===== src/hw/rtl/vacd_pkg.sv =====
package vacd_pkg;

	// Address width and cache geometry
	localparam int ADDR_BITS  = 32;
	localparam int NEAR_SLOTS = 4;
	localparam int SAME_SETS  = 3;

	// Same table is kept as 256 rows (address low byte), one column per set
	localparam int SAME_ROWS  = 256;
	localparam int ROW_W      = $clog2(SAME_ROWS);
	localparam int NEAR_IDX_W = (NEAR_SLOTS > 1) ? $clog2(NEAR_SLOTS) : 1;
	localparam int SET_W      = (SAME_SETS > 1) ? $clog2(SAME_SETS) : 1;

	// Set of a recorded address: (address >> 8) mod SAME_SETS, by reciprocal
	localparam int QW = ADDR_BITS - ROW_W;
	localparam logic [QW:0] MOD_MUL = (QW + 1)'((64'd1 << QW) / SAME_SETS);
	// residue before correction lies in [0, 2*SAME_SETS)
	localparam int RW = $clog2(2 * SAME_SETS) + 1;

	// Address modes, compared on a widened mode value
	localparam int MODE_W  = 4;
	localparam int MODE_XW = 6;
	localparam logic [MODE_XW-1:0] MODE_SELF    = MODE_XW'(0);
	localparam logic [MODE_XW-1:0] MODE_HERE    = MODE_XW'(1);
	localparam logic [MODE_XW-1:0] MODE_NEAR_LO = MODE_XW'(2);
	localparam logic [MODE_XW-1:0] MODE_SAME_LO = MODE_XW'(2 + NEAR_SLOTS);
	localparam logic [MODE_XW-1:0] MODE_SAME_HI = MODE_XW'(2 + NEAR_SLOTS + SAME_SETS);

	// Item operations
	localparam logic OP_DECODE = 1'b0;
	localparam logic OP_CLEAR  = 1'b1;

	typedef struct packed {
		logic              op;
		logic [MODE_W-1:0] mode;
		logic [31:0]       operand;
		logic [31:0]       target_position;
	} in_item_t;

	typedef struct packed {
		logic [31:0] address;
		logic        error;
	} out_item_t;

	// Controller to datapath commands
	typedef struct packed {
		logic capture;
		logic calc;
		logic mul;
		logic commit;
	} cmd_t;

	typedef logic [SAME_SETS-1:0][ADDR_BITS-1:0] same_row_t;

endpackage


===== src/hw/rtl/vacd_ctrl.sv =====
module vacd_ctrl
	import vacd_pkg::*;
(
	input  logic clk,
	input  logic arst_n,
	input  logic in_valid,
	output logic in_stall,
	output logic out_valid,
	input  logic out_stall,
	output cmd_t cmd
);

	localparam logic [1:0] ST_IDLE = 2'd0;
	localparam logic [1:0] ST_CALC = 2'd1;
	localparam logic [1:0] ST_MUL  = 2'd2;
	localparam logic [1:0] ST_WR   = 2'd3;

	logic [1:0] state_q;
	logic [1:0] state_nxt;
	logic       out_valid_q;

	// Commands; commit waits for the output register to free up
	always_comb begin
		cmd.capture = (state_q == ST_IDLE) && in_valid;
		cmd.calc    = (state_q == ST_CALC);
		cmd.mul     = (state_q == ST_MUL);
		cmd.commit  = (state_q == ST_WR) && (!out_valid_q || !out_stall);
	end

	// Next state
	always_comb begin
		state_nxt = state_q;
		case (state_q)
			ST_IDLE: begin
				if (in_valid) state_nxt = ST_CALC;
			end
			ST_CALC: state_nxt = ST_MUL;
			ST_MUL:  state_nxt = ST_WR;
			ST_WR: begin
				if (cmd.commit) state_nxt = ST_IDLE;
			end
			default: state_nxt = ST_IDLE;
		endcase
	end

	always_ff @(posedge clk or negedge arst_n) begin
		if (!arst_n) begin
			state_q     <= ST_IDLE;
			out_valid_q <= 1'b0;
		end else begin
			state_q <= state_nxt;
			if (cmd.commit) begin
				out_valid_q <= 1'b1;
			end else if (!out_stall) begin
				out_valid_q <= 1'b0;
			end
		end
	end

	assign in_stall  = (state_q != ST_IDLE);
	assign out_valid = out_valid_q;

endmodule


===== config.mk =====
export PLATFORM = sky130hd
export DESIGN_NAME = vacd_ctrl
export DESIGN_NICKNAME = d
export VERILOG_FILES = /design/src/hw/rtl/vacd_pkg.sv /design/src/hw/rtl/vacd_ctrl.sv
export SDC_FILE = /design/constraint.sdc
export NUM_CORES = 1
export LEC_CHECK = 0
export ABC_AREA = 0
export ABC_CLOCK_PERIOD_IN_PS = 1550
export BUFFER_PORTS_ARGS = -buffer_cell sky130_fd_sc_hd__buf_2
export CAP_MARGIN = 30
export CORE_AREA = 2 2 39 41
export CTS_CLUSTER_DIAMETER = 50
export DETAILED_ROUTE_END_ITERATION = 12
export DIE_AREA = 0 0 41 43
export PLACE_DENSITY = 0.34
export SLEW_MARGIN = 25
export SYNTH_ARGS = -nofsm -noshare
export SYNTH_HDL_FRONTEND = slang
export SYNTH_SLANG_ARGS = --single-unit

===== constraint.sdc =====
create_clock -name clk -period 1.55 [get_ports clk]
set_input_delay 0.31 -clock clk [delete_from_list [all_inputs] [get_ports clk]]
set_output_delay 0.31 -clock clk [all_outputs]
set_load 0.05 [all_outputs]

==> impl_metrics.sql <==
INSERT INTO impl_metrics (metric_group, metric, value, unit) VALUES
('status', 'outcome', 'completed', ''),
('routing', 'detailedRoute.firstPassIterationCount', '1', ''),
('critical_path', 'critical_path_buf_inv_count', '2', ''),
('global_routing', 'overall_overflow_remaining_after_global_route', '0', ''),
('synth', 'synth-seq-area-share', '0.333', ''),
('floorplanning', 'die_height', '43', 'um'),
('cts', 'tritoncts.num_buffers', '3', ''),
('routing', 'drt-total-wl', '472', 'um'),
('synth', 'synthDistinctLibCells', '12', ''),
('floorplanning', 'floorplan.initialDensity', '0.163', ''),
('critical_path', 'timing.critical_path.arrival', '1.18', 'ns'),
('timing', 'final-hold-violation-count', '0', ''),
('timing', 'maxSlewViolCount', '0', ''),
('critical_path', 'cp_cell_sequence', 'inv_2, ha_4, and2_4, buf_6', ''),
('synth', 'synth_area_per_cell', '11.9', 'um2'),
('layout', 'layout_commonest_cell', 'buf_2', ''),
('routing', 'drt_iter0_drcs', '0', ''),
('timing', 'slew_headroom', '0.833', ''),
('flow_run', 'max_cap_viol_count', '0', ''),
('synth', 'synth.yosys.warnings', '0', ''),
('critical_path', 'path_class', 'flip-flop to primary output', ''),
('critical_path', 'worst_path_dominant_cell_family', 'flip-flops', ''),
('layout', 'final_layout_size_suffix_gt1_frac', '0.735', ''),
('cts', 'ctsHtreeMaxLevel', '1', ''),
('timing', 'setup_repair_after_global_routing_missed_its_margin', 'no', ''),
('critical_path', 'critPathCaptureType', 'primary output', ''),
('floorplanning', 'top_level_ports', '10', ''),
('cts', 'clock_sinks', '3', ''),
('cts', 'max-clock-path-buffers', '2', ''),
('hold_path', 'min_delay_path_depth', '2', ''),
('global_routing', 'antenna_found_initial', '0', ''),
('global_routing', 'grt_max_degree', '5', ''),
('global_routing', 'grt_util_all_layers', '0.0612', ''),
('critical_path', 'worst_setup_path_start_kind', 'flip-flop', ''),
('timing', 'final.setup_skew', '0.00273', 'ns'),
('routing', 'avgViaCountPerCell', '3.70', ''),
('layout', 'layout_nets', '44', ''),
('placement', 'place.port_buffers', '9', ''),
('floorplanning', 'core_ar', '1380', 'um2'),
('routing', 'dr_wl_met3', '33', 'um'),
('floorplanning', 'number_of_rows_created_at_floorplan', '14', ''),
('routing', 'remaining_drc_errors', '0', ''),
('layout', 'utilization', '0.278', ''),
('timing', 'finalSetupViolations', '0', ''),
('timing', 'timing.fmax', '0.670', 'GHz'),
('synth', 'synth_nets', '28', ''),
('hold_path', 'hold_path_startpoint', 'out_stall', ''),
('timing', 'finalCritPeriodShare', '0.963', ''),
('cts', 'clk_transition_reported_paths', '0.04', 'ns'),
('critical_path', 'critical_path.reg2reg.startpoint', 'state_q[1]', ''),
('hold_path', 'holdPathEnd', 'out_valid', ''),
('placement', 'dp_hpwl', '375', 'um'),
('floorplanning', 'die_width', '41', 'um'),
('synth', 'post_synthesis_instance_area', '225', 'um2'),
('global_routing', 'first_global_vias', '172', ''),
('critical_path', 'critical-path-slowest-cell', 'dfrtp_2', ''),
('routing', 'num_vias', '185', ''),
('routing', 'met2WireLength', '239', 'um'),
('layout', 'leading_cell_types_in_the_layout_fill_and_taps_excluded', 'buf_2, clkbuf_4, inv_2, ha_1', ''),
('hold_path', 'hold_path.class', 'input pin to flip-flop', ''),
('timing', 'tightest_slew', '0.252', 'ns'),
('routing', 'top_signal_layer_used', 'met3', ''),
('layout', 'antenna_cells', '0', ''),
('critical_path', 'worst_flop_to_flop_path_endpoint', 'state_q[1]', ''),
('critical_path', 'regToRegSetupSlack', '0.24', 'ns'),
('critical_path', 'timing.critical_path.fanout_max', '4', ''),
('routing', 'post_drt_wl_per_cell', '9.44', 'um'),
('cts', 'cts_tree', 'built', ''),
('critical_path', 'max_stage_delay', '0.44', 'ns'),
('global_routing', 'grt_first_pass_wirelength', '641', 'um'),
('critical_path', 'reg2reg_depth', '5', ''),
('cts', 'clock_latency_on_the_worst_skew_pair', '0.23', 'ns'),
('timing', 'fin_crit', '1.49', 'ns'),
('routing', 'met1Wirelength', '199', 'um'),
('floorplanning', 'design.die.area', '1760', 'um2'),
('synth', 'postSynthCellCount', '19', ''),
('cts', 'root_buffer', 'clkbuf_4', ''),
('routing', 'final_antenna_net_count', '0', ''),
('placement', 'gp_congestion', '0.702', ''),
('layout', 'area_growth_syn_to_layout', '71.1', '%'),
('critical_path', 'critical_path_required', '1.24', 'ns'),
('synth', 'ys_ff_latch', '3', '');
[synthesized netlist by cell type, drive strengths merged]
library cell / number / share of area
a21boi: 1 / 0.033
a21o: 1 / 0.033
and2: 1 / 0.028
dfrtp: 3 / 0.33
ha: 5 / 0.28
inv: 3 / 0.050
mux2: 1 / 0.067
mux2i: 1 / 0.044
nand3: 1 / 0.044
nor2: 1 / 0.017
o21ai: 1 / 0.072
[repair_timing]
| item | in CTS | in global routing |
|---|---|---|
| buffers inserted | 0 | 1 |
| setup endpoints to repair | 3 | 3 |
| resized for setup | 5 | 10 |
| hold buffers | 1 | 0 |
| endpoints found under the hold margin | 3 | 0 |
[worst max path at each step]
stage / startpoint / endpoint / depth (start not counted)
floorplan: out_valid / cmd[0] / 1
global placement: state_q[1] / cmd[3] / 4
detailed placement: state_q[0] / cmd[3] / 4
CTS: state_q[1] / cmd[3] / 4
global route: state_q[0] / cmd[1] / 3
finish: state_q[1] / cmd[3] / 4
[area by class of cell]
cell class	instances	area, um2
clock buffers	4	26.3
fillers	151	998
inverters	3	11.3
multi-input cells	13	170
flip-flops and latches	3	77.6
well taps	16	20.0
repair buffers	11	80.1
[layer usage]
layer,GRT usage,vias to the layer above
met3,0.0314,0
met1,0.0641,84
met4,0.0800,0
met2,0.0719,8
met5,0,-
li1,-,93
[metrics by stage]
stage	worst slack, ns	area [um2]	std cells	hold WS (ns)	TNS, ns
floorplan	0.0868	229	19	0.0144	0
global placement	0.162	294	44	0.108	0
detailed placement	0.134	294	44	0.109	0
CTS	-0.0258	342	49	0.330	-0.0494
global route	0.00411	385	50	0.346	0
finish	0.0576	385	50	0.339	0
[state kept, by name (all words and copies together), names as in the netlist]
| signal | cells |
|---|---|
| out_valid | 1 |
| state_q | 2 |
[cell families (layout without fill, tap and decap cells)]
| group | Yosys count | count (layout) | synth area share |
|---|---|---|---|
| adder cells (fa/ha/maj) | 5 | 5 | 0.278 |
| AO/OA/AOI/OAI | 3 | 3 | 0.139 |
| flip-flops | 3 | 3 | 0.333 |
| AND/OR/NAND/NOR | 3 | 3 | 0.0889 |
| buffers and inverters | 3 | 18 | 0.0500 |
| multiplexers | 2 | 2 | 0.111 |
Power is left out: the tool's default activity adds up to more than one toggle a clock period on the data nets, which glitch-free logic cannot reach.
